===== src/hw/rtl/unaligned_byte_addressed_word_store_assert.svh =====
// Assertion macros shared by the word store controller and datapath.
// Expects clk_i and rst_ni in the scope of use.
`ifndef UNALIGNED_BYTE_ADDRESSED_WORD_STORE_ASSERT_SVH
`define UNALIGNED_BYTE_ADDRESSED_WORD_STORE_ASSERT_SVH

// antecedent implies consequent in the same cycle
`define UBWS_ASSERT_IMPL(lbl, ante, cons) \
  lbl: assert property (@(posedge clk_i) disable iff (!rst_ni) (ante) |-> (cons)) \
    else $error("word store assertion failed");

// antecedent implies consequent in the next cycle
`define UBWS_ASSERT_NEXT(lbl, ante, cons) \
  lbl: assert property (@(posedge clk_i) disable iff (!rst_ni) (ante) |=> (cons)) \
    else $error("word store assertion failed");

`endif


===== src/hw/rtl/ubws_pkg.sv =====
// Package for the unaligned byte-addressed word store.
// Transfer types, controller states, command/status structs, size helpers.
package ubws_pkg;

  localparam int LANES  = 4;
  localparam int BYTE_W = 8;
  localparam int DATA_W = LANES * BYTE_W;
  localparam int ADDR_W = 8;

  localparam logic CMD_READ  = 1'b0;
  localparam logic CMD_WRITE = 1'b1;

  localparam logic [1:0] SIZE_BYTE = 2'd0;
  localparam logic [1:0] SIZE_HALF = 2'd1;

  typedef struct packed {
    logic              cmd;
    logic [1:0]        access_size;
    logic [ADDR_W-1:0] byte_address;
    logic [DATA_W-1:0] write_data;
  } in_item_t;

  typedef struct packed {
    logic [DATA_W-1:0] read_data;
    logic              range_error;
  } out_item_t;

  typedef enum logic [2:0] {
    ST_CLEAR,
    ST_IDLE,
    ST_LO,
    ST_HI,
    ST_WHI,
    ST_DONE
  } state_e;

  typedef enum logic [1:0] {
    ADDR_IN,
    ADDR_W0,
    ADDR_W1,
    ADDR_CLR
  } addr_sel_e;

  typedef enum logic [1:0] {
    WSEL_ZERO,
    WSEL_LO,
    WSEL_HI
  } wsel_e;

  typedef struct packed {
    logic      latch;
    logic      mem_en;
    logic      mem_we;
    addr_sel_e addr_sel;
    wsel_e     wsel;
    logic      cap_lo;
    logic      cap_hi;
    logic      out_load;
    logic      clr_inc;
  } ctrl_cmd_t;

  typedef struct packed {
    logic in_err;
    logic straddle;
    logic is_write;
    logic clr_last;
    logic out_free;
  } ctrl_status_t;

  function automatic logic [2:0] size_bytes(logic [1:0] size);
    logic [2:0] n;
    if (size[1]) begin
      n = 3'd4;
    end else if (size == SIZE_HALF) begin
      n = 3'd2;
    end else begin
      n = 3'd1;
    end
    return n;
  endfunction

  function automatic logic [DATA_W-1:0] size_mask(logic [1:0] size);
    logic [DATA_W-1:0] m;
    if (size[1]) begin
      m = '1;
    end else if (size == SIZE_HALF) begin
      m = DATA_W'(16'hFFFF);
    end else begin
      m = DATA_W'(8'hFF);
    end
    return m;
  endfunction

endpackage


===== src/hw/rtl/ubws_datapath.sv =====
// Datapath of the word store: item registers, single-port word memory,
// byte merge and extract, clear counter, result register. Uses ubws_pkg.
module ubws_datapath import ubws_pkg::*; #(
  parameter int WORDS = 64
) (
  input  logic         clk_i,
  input  logic         rst_ni,
  input  in_item_t     in_data_i,
  input  ctrl_cmd_t    cmd_i,
  output ctrl_status_t status_o,
  output logic         out_valid_o,
  input  logic         out_ready_i,
  output out_item_t    out_data_o
);

  // byte addresses reach word 64 through the top lane of a straddling word access
  localparam int Depth = (WORDS < 65) ? WORDS : 65;
  localparam int AW    = $clog2(Depth);
  localparam logic [18:0] LimitW = 19'(WORDS * LANES);

  logic [DATA_W-1:0] mem_q [Depth];
  logic [DATA_W-1:0] rdata_q;

  logic              cmd_q;
  logic [1:0]        size_q;
  logic [1:0]        lane_q;
  logic [AW-1:0]     w0_q;
  logic [DATA_W-1:0] data_q;
  logic              err_q;
  logic              straddle_q;
  logic [DATA_W-1:0] lo_q, hi_q;
  logic [AW-1:0]     clr_cnt_q;
  logic              out_valid_q;
  out_item_t         out_q;

  logic [2:0]        in_nb;
  logic [18:0]       in_end;
  logic              in_err;
  logic              in_straddle;
  logic [AW-1:0]     in_w0;
  logic [AW-1:0]     w1;
  logic [AW-1:0]     mem_addr;
  logic [DATA_W-1:0] mem_wdata;
  logic [DATA_W-1:0] lo_src, hi_src;
  logic [4:0]        sh;
  logic [DATA_W-1:0] smask;
  logic [2*DATA_W-1:0] m64, d64, merged, rd64;
  logic [DATA_W-1:0] rd_val;
  logic              out_free;

  assign in_nb       = size_bytes(in_data_i.access_size);
  assign in_end      = 19'(in_data_i.byte_address) + 19'(in_nb);
  assign in_err      = in_end > LimitW;
  assign in_straddle = (4'(in_data_i.byte_address[1:0]) + 4'(in_nb)) > 4'(LANES);
  assign in_w0       = AW'(in_data_i.byte_address[ADDR_W-1:2]);

  assign w1 = w0_q + AW'(1);

  always_comb begin
    case (cmd_i.addr_sel)
      ADDR_IN:  mem_addr = in_w0;
      ADDR_W0:  mem_addr = w0_q;
      ADDR_W1:  mem_addr = w1;
      ADDR_CLR: mem_addr = clr_cnt_q;
      default:  mem_addr = clr_cnt_q;
    endcase
  end

  assign lo_src = cmd_i.cap_lo ? rdata_q : lo_q;
  assign hi_src = cmd_i.cap_hi ? rdata_q : hi_q;
  assign sh     = {lane_q, 3'b000};
  assign smask  = size_mask(size_q);
  assign m64    = {{DATA_W{1'b0}}, smask} << sh;
  assign d64    = {{DATA_W{1'b0}}, data_q & smask} << sh;
  assign merged = ({hi_src, lo_src} & ~m64) | d64;

  always_comb begin
    case (cmd_i.wsel)
      WSEL_LO:   mem_wdata = merged[DATA_W-1:0];
      WSEL_HI:   mem_wdata = merged[2*DATA_W-1:DATA_W];
      WSEL_ZERO: mem_wdata = '0;
      default:   mem_wdata = '0;
    endcase
  end

  always_ff @(posedge clk_i) begin
    if (cmd_i.mem_en) begin
      if (cmd_i.mem_we) begin
        mem_q[mem_addr] <= mem_wdata;
      end else begin
        rdata_q <= mem_q[mem_addr];
      end
    end
  end

  always_ff @(posedge clk_i) begin
    if (cmd_i.latch) begin
      cmd_q      <= in_data_i.cmd;
      size_q     <= in_data_i.access_size;
      lane_q     <= in_data_i.byte_address[1:0];
      w0_q       <= in_w0;
      data_q     <= in_data_i.write_data;
      err_q      <= in_err;
      straddle_q <= in_straddle;
    end
    if (cmd_i.cap_lo) begin
      lo_q <= rdata_q;
    end
    if (cmd_i.cap_hi) begin
      hi_q <= rdata_q;
    end
  end

  always_ff @(posedge clk_i or negedge rst_ni) begin
    if (!rst_ni) begin
      clr_cnt_q <= '0;
    end else if (cmd_i.clr_inc) begin
      clr_cnt_q <= clr_cnt_q + AW'(1);
    end
  end

  assign rd64   = {hi_q, lo_q} >> sh;
  assign rd_val = rd64[DATA_W-1:0] & smask;

  assign out_free = !out_valid_q || out_ready_i;

  always_ff @(posedge clk_i or negedge rst_ni) begin
    if (!rst_ni) begin
      out_valid_q <= 1'b0;
    end else if (cmd_i.out_load) begin
      out_valid_q <= 1'b1;
    end else if (out_ready_i) begin
      out_valid_q <= 1'b0;
    end
  end

  always_ff @(posedge clk_i) begin
    if (cmd_i.out_load) begin
      out_q.read_data   <= (cmd_q == CMD_WRITE || err_q) ? '0 : rd_val;
      out_q.range_error <= err_q;
    end
  end

  assign status_o.in_err   = in_err;
  assign status_o.straddle = straddle_q;
  assign status_o.is_write = cmd_q;
  assign status_o.clr_last = clr_cnt_q == AW'(Depth - 1);
  assign status_o.out_free = out_free;

  assign out_valid_o = out_valid_q;
  assign out_data_o  = out_q;

`include "unaligned_byte_addressed_word_store_assert.svh"

  `UBWS_ASSERT_IMPL(a_no_mem_on_err, cmd_i.mem_en && cmd_i.addr_sel != ADDR_CLR && !cmd_i.latch, !err_q)
  `UBWS_ASSERT_IMPL(a_item_write_only, cmd_i.mem_we && cmd_i.wsel != WSEL_ZERO, cmd_q == CMD_WRITE)
  `UBWS_ASSERT_IMPL(a_no_overwrite, cmd_i.out_load, !out_valid_q || out_ready_i)

endmodule


===== src/hw/rtl/ubws_ctrl.sv =====
// Controller of the word store: clear pass, read-modify-write sequencing
// over the single memory port, result hand-off. Uses ubws_pkg.
module ubws_ctrl import ubws_pkg::*; (
  input  logic         clk_i,
  input  logic         rst_ni,
  input  logic         in_valid_i,
  output logic         in_ready_o,
  input  ctrl_status_t status_i,
  output ctrl_cmd_t    cmd_o
);

  state_e state_q, state_d;

  always_ff @(posedge clk_i or negedge rst_ni) begin
    if (!rst_ni) begin
      state_q <= ST_CLEAR;
    end else begin
      state_q <= state_d;
    end
  end

  always_comb begin
    state_d    = state_q;
    in_ready_o = 1'b0;
    cmd_o      = '{latch: 1'b0, mem_en: 1'b0, mem_we: 1'b0, addr_sel: ADDR_W0,
                   wsel: WSEL_ZERO, cap_lo: 1'b0, cap_hi: 1'b0, out_load: 1'b0,
                   clr_inc: 1'b0};
    case (state_q)
      ST_CLEAR: begin
        cmd_o.mem_en   = 1'b1;
        cmd_o.mem_we   = 1'b1;
        cmd_o.addr_sel = ADDR_CLR;
        cmd_o.clr_inc  = 1'b1;
        if (status_i.clr_last) begin
          state_d = ST_IDLE;
        end
      end
      ST_IDLE: begin
        in_ready_o = 1'b1;
        if (in_valid_i) begin
          cmd_o.latch = 1'b1;
          if (status_i.in_err) begin
            state_d = ST_DONE;
          end else begin
            cmd_o.mem_en   = 1'b1;
            cmd_o.addr_sel = ADDR_IN;
            state_d        = ST_LO;
          end
        end
      end
      ST_LO: begin
        cmd_o.cap_lo = 1'b1;
        if (status_i.straddle) begin
          cmd_o.mem_en   = 1'b1;
          cmd_o.addr_sel = ADDR_W1;
          state_d        = ST_HI;
        end else begin
          if (status_i.is_write) begin
            cmd_o.mem_en   = 1'b1;
            cmd_o.mem_we   = 1'b1;
            cmd_o.addr_sel = ADDR_W0;
            cmd_o.wsel     = WSEL_LO;
          end
          state_d = ST_DONE;
        end
      end
      ST_HI: begin
        cmd_o.cap_hi = 1'b1;
        if (status_i.is_write) begin
          cmd_o.mem_en   = 1'b1;
          cmd_o.mem_we   = 1'b1;
          cmd_o.addr_sel = ADDR_W0;
          cmd_o.wsel     = WSEL_LO;
          state_d        = ST_WHI;
        end else begin
          state_d = ST_DONE;
        end
      end
      ST_WHI: begin
        cmd_o.mem_en   = 1'b1;
        cmd_o.mem_we   = 1'b1;
        cmd_o.addr_sel = ADDR_W1;
        cmd_o.wsel     = WSEL_HI;
        state_d        = ST_DONE;
      end
      ST_DONE: begin
        if (status_i.out_free) begin
          cmd_o.out_load = 1'b1;
          state_d        = ST_IDLE;
        end
      end
      default: begin
        state_d = ST_IDLE;
      end
    endcase
  end

`include "unaligned_byte_addressed_word_store_assert.svh"

  `UBWS_ASSERT_NEXT(a_accept_leaves_idle, in_valid_i && in_ready_o, state_q != ST_IDLE)
  `UBWS_ASSERT_IMPL(a_hi_only_straddle, state_q == ST_HI || state_q == ST_WHI, status_i.straddle)

endmodule


===== src/hw/rtl/unaligned_byte_addressed_word_store.sv =====
// Unaligned byte-addressed word store, 32-bit little-endian, top level.
// Holds one transfer at a time through a single-port word memory: an
// access that stays in one word goes from acceptance to the result
// register by accept and read, capture or write back, load result; a
// straddling access also reads the second word, and a straddling write
// writes back both words in turn, since every word read and every word
// write uses the one memory port. An access past the end does not touch
// the memory. A new item is accepted while the previous result still
// waits to be taken. After reset a clearing pass writes zero to every
// reachable word, min(WORDS, 65) words, before the first item is accepted.
module unaligned_byte_addressed_word_store import ubws_pkg::*; #(
  parameter int WORDS = 64
) (
  input  logic      clk_i,
  input  logic      rst_ni,
  input  logic      in_valid_i,
  output logic      in_ready_o,
  input  in_item_t  in_data_i,
  output logic      out_valid_o,
  input  logic      out_ready_i,
  output out_item_t out_data_o
);

  ctrl_cmd_t    cmd;
  ctrl_status_t status;

  ubws_ctrl u_ctrl (
    .clk_i      (clk_i),
    .rst_ni     (rst_ni),
    .in_valid_i (in_valid_i),
    .in_ready_o (in_ready_o),
    .status_i   (status),
    .cmd_o      (cmd)
  );

  ubws_datapath #(
    .WORDS (WORDS)
  ) u_datapath (
    .clk_i       (clk_i),
    .rst_ni      (rst_ni),
    .in_data_i   (in_data_i),
    .cmd_i       (cmd),
    .status_o    (status),
    .out_valid_o (out_valid_o),
    .out_ready_i (out_ready_i),
    .out_data_o  (out_data_o)
  );

endmodule


===== config.mk =====
export PLATFORM = sky130hd
export DESIGN_NAME = unaligned_byte_addressed_word_store
export DESIGN_NICKNAME = d
export VERILOG_FILES = /design/src/hw/rtl/ubws_pkg.sv /design/src/hw/rtl/ubws_datapath.sv /design/src/hw/rtl/ubws_ctrl.sv /design/src/hw/rtl/unaligned_byte_addressed_word_store.sv
export VERILOG_INCLUDE_DIRS = /design/src /design/src/hw/rtl
export SDC_FILE = /design/constraint.sdc
export NUM_CORES = 2
export LEC_CHECK = 0
export BUFFER_PORTS_ARGS = -buffer_cell sky130_fd_sc_hd__buf_2
export CORE_MARGIN = 10
export CORE_UTILIZATION = 39
export DETAILED_ROUTE_END_ITERATION = 10
export SETUP_SLACK_MARGIN = 0.5
export SLEW_MARGIN = 20
export SYNTH_ARGS = -nofsm -noshare
export SYNTH_HDL_FRONTEND = slang
export SYNTH_SLANG_ARGS = --single-unit

===== constraint.sdc =====
create_clock -name clk_i -period 6.1 [get_ports clk_i]
set_input_delay 0.305 -clock clk_i [delete_from_list [all_inputs] [get_ports clk_i]]
set_output_delay 0.305 -clock clk_i [all_outputs]
set_load 0.005 [all_outputs]

==> results.toml <==
[run_status]
status = "finished clean"

[global_route]
grt_max_degree = 84
grt_antenna_before_repair = 14
use_met1_pct = 27.6
grtUsageTotal_pct = 20.4
grt.overflow.total = 0
met2_usage_pct = 33.0
grt_pass1_wl_um = 360000
grt_pass1_vias = 47100
grt-busiest-layer = "met2"
use_met3_pct = 3.63

[clocking]
cts_buffers = 217
clkSinkCount = 2232
cts.path.max_buffers = 3
cts_tree = "yes"
cts_root_buffer = "clkbuf_16"
insertion_delay_ns = 0.88
postCtsSetupBuffers = 0
clk_pin_slew_ns = 0.07
htreeDepth = 4

[sta]
fmax_mhz = 189
setup_slack_ns = 0.813
period_needed_ns = 5.29
slew_viol_final = 0
relSlewSlack_pct = 22.4
grt_setup_unrepaired = "no"
fin_worst_skew_ns = 0.0442
tns_ns = 0
tightest_slew_ns = 1.16
post-route-period-util_pct = 86.7
finalHoldViolCount = 0
finalSetupViolCount = 0

[synth]
synth-main-ff-cell = "edfxtp_1"
synth_warnings = 0
async_flop_share_pct = 0.448
synth_fp_nets = 4402
ys_ff_latch = 2232
synth-seq-area-share_pct = 75.5
synth_edf_count = 2158
syn-cell-area_mm2 = 0.0878
synth_cell_type_count = 85
syn_inst = 4347
avgSynthCellArea_um2 = 20.2

[layout]
fin_nets = 4765
final_area_mm2 = 0.102
fin_cells = 7887
fill_cells = 18600
final_cell_mix = "edfxtp_1 (2158), mux4_2 (415), buf_4 (237)"
drive_above_1_share_pct = 27.2
syn_to_final_growth_pct = 16.1
final_common_cell = "edfxtp_1"

[placed_design]
place_ws_ns = 0.178
dp.cells = 7431
dpl_cell_area_mm2 = 0.0943
gp_congestion = 0.875
dp_hpwl_um = 148000
portBuffers = 81

[floorplan]
ioPinCount = 82
die-area_mm2 = 0.245
die_x_um = 495
num_rows = 174
die_y_um = 495
core_area_mm2 = 0.224
initial_core_util_pct = 39.1

[power]
p_leak_uw = 0.0328
powerDensity_mw_per_mm2 = 515
ir_drop_mv = 0.501

[detailed_routing]
vias = 46900
drt_iter0_markers = 6176
drc_errors = 0
first_pass_iters = 6
post_drt_wl_per_cell_um = 32.3
totalWireLength_um = 255000
drtAntennaViolNets = 0
via_per_inst = 5.95

[setup_path]
startpoint_type = "register"
required_ns = 6.67
cp_slowest_cell = "o21ai_0"
crit_arrival_ns = 5.85
cp_cell_sequence = "nand4bb_4, clkinv_1, buf_4, o211ai_1, o211ai_4, buf_12, buf_12, buf_4, mux2i_1, a221oi_2, o21ai_0, nand4_1"
cp_max_fo = 62
worstSetupPathType = "register to register"
critical-path-max-stage-delay_ns = 0.69
endpoint_kind = "register"

[hold_path]
hold_path_class = "input port to register"

[job]
drv_cap = 0
==> Yosys cell counts, types with 35 or more instances <==
cell       number  area (µm²)
a21oi_1        48         240
a221oi_1       59         517
a22o_1        121        1060
and3_1         61         382
buf_2          65         325
clkbuf_1      143         537
dfxtp_1        64        1280
edfxtp_1     2158       64800
inv_1          72         270
mux2_2         99        1110
mux2i_1       184        1840
mux4_2        415        9350
nand2_1        64         240
nand4_1        36         225
nor2_1        115         432
o2111ai_1     121        1060
o21ai_0        53         265
o22ai_1        35         219
==> state kept, by name, summed over array words and instances, names as in the netlist, 2 cells and up <==
name,cells
u_datapath.mem_q,2048
u_datapath.out_data_o,33
u_datapath.data_q,32
u_datapath.hi_q,32
u_datapath.lo_q,32
u_datapath.rdata_q,32
u_datapath.clr_cnt_q,6
u_datapath.w0_q,6
u_ctrl.state_q,3
u_datapath.lane_q,2
u_datapath.size_q,2
==> worst max-delay path, delay by kind of cell (launching register included) <==
family | cells | cell delay [ns]
compound gates | 4 | 1.70
simple gates | 2 | 0.54
flops | 1 | 0.64
mux | 1 | 0.27
buf+inv | 5 | 1.72
==> logic make-up (layout without fill, tap and decap cells) <==
kind of cell / count (synthesis) / count (layout) / share of synthesized area [%]
and+or+nand+nor: 444 / 444 / 2.86
AOI/OAI and AO/OA: 608 / 608 / 5.53
muxes: 698 / 698 / 14.0
adders and majority gates: 8 / 8 / 0.123
other: 0 / 7 / 0
DFF: 2232 / 2232 / 75.5
xor gates and xnor gates: 10 / 10 / 0.0997
buffers and inverters: 347 / 888 / 1.84
==> where the power goes <==
group          switching (µW)  leakage, µW  total (µW)  internal [µW]
clock                    5740      0.00342       13300           7590
combinational           12300      0.00870       20000           7680
sequential                762       0.0206       19200          18400
total                   18800       0.0328       52500          33700
==> per-stage QoR <==
step           hold slack (ns)  util [%]  power (µW)
2_1_floorplan          0.00941         -       31000
3_3_place_gp             0.209      42.0       39200
3_5_place_dp             0.219      42.0       39400
4_1_cts                 0.0836      45.4       52600
5_1_grt                  0.147      45.4       54200
6_report                 0.160      45.4       52500
==> worst paths after layout <==
kind	end	slack, ns	cells past startpoint	from
worst min-delay path	u_datapath.data_q[28]	0.16	2	in_data_i[28]
worst max register to register	u_datapath.rdata_q[18]	0.81	12	u_ctrl.state_q[1]
min in group asynchronous	u_ctrl.state_q[0]	0.56	3	rst_ni
worst max-delay path	u_datapath.rdata_q[18]	0.81	12	u_ctrl.state_q[1]
worst min register to register	u_datapath.out_data_o[0]	0.46	0	u_datapath.err_q
max in group asynchronous	u_ctrl.state_q[2]	5.13	3	rst_ni
==> cell type report <==
cell class	instances	area, µm²	share of cell area, %
Timing Repair Buffer	417	3710	3.64
Inverter	74	278	0.272
Multi-Input combinational cell	1768	20800	20.4
Antenna cell	7	17.5	0.0172
Tap cell	2992	3740	3.67
Clock buffer	274	5750	5.64
Sequential cell	2232	66300	65.1
Clock inverter	123	1280	1.25
==> layer usage <==
layer | part of all wire, % | wire, µm | vias up
li1 | - | - | 19100
met1 | 39 | 99200 | 25000
met2 | 48 | 122000 | 2349
met3 | 9.0 | 22900 | 411
met4 | 4.0 | 10100 | 2
met5 | 0.0055 | 14 | -
==> timing repair <==
| item | in CTS | in global routing |
|---|---|---|
| hold endpoints to repair | 57 | 0 |
| resized for setup | 1 | 2 |
| hold buffers | 47 | 0 |
| setup endpoints to repair | 1 | 2 |
Note: power is estimated with default switching activity, not from simulation.
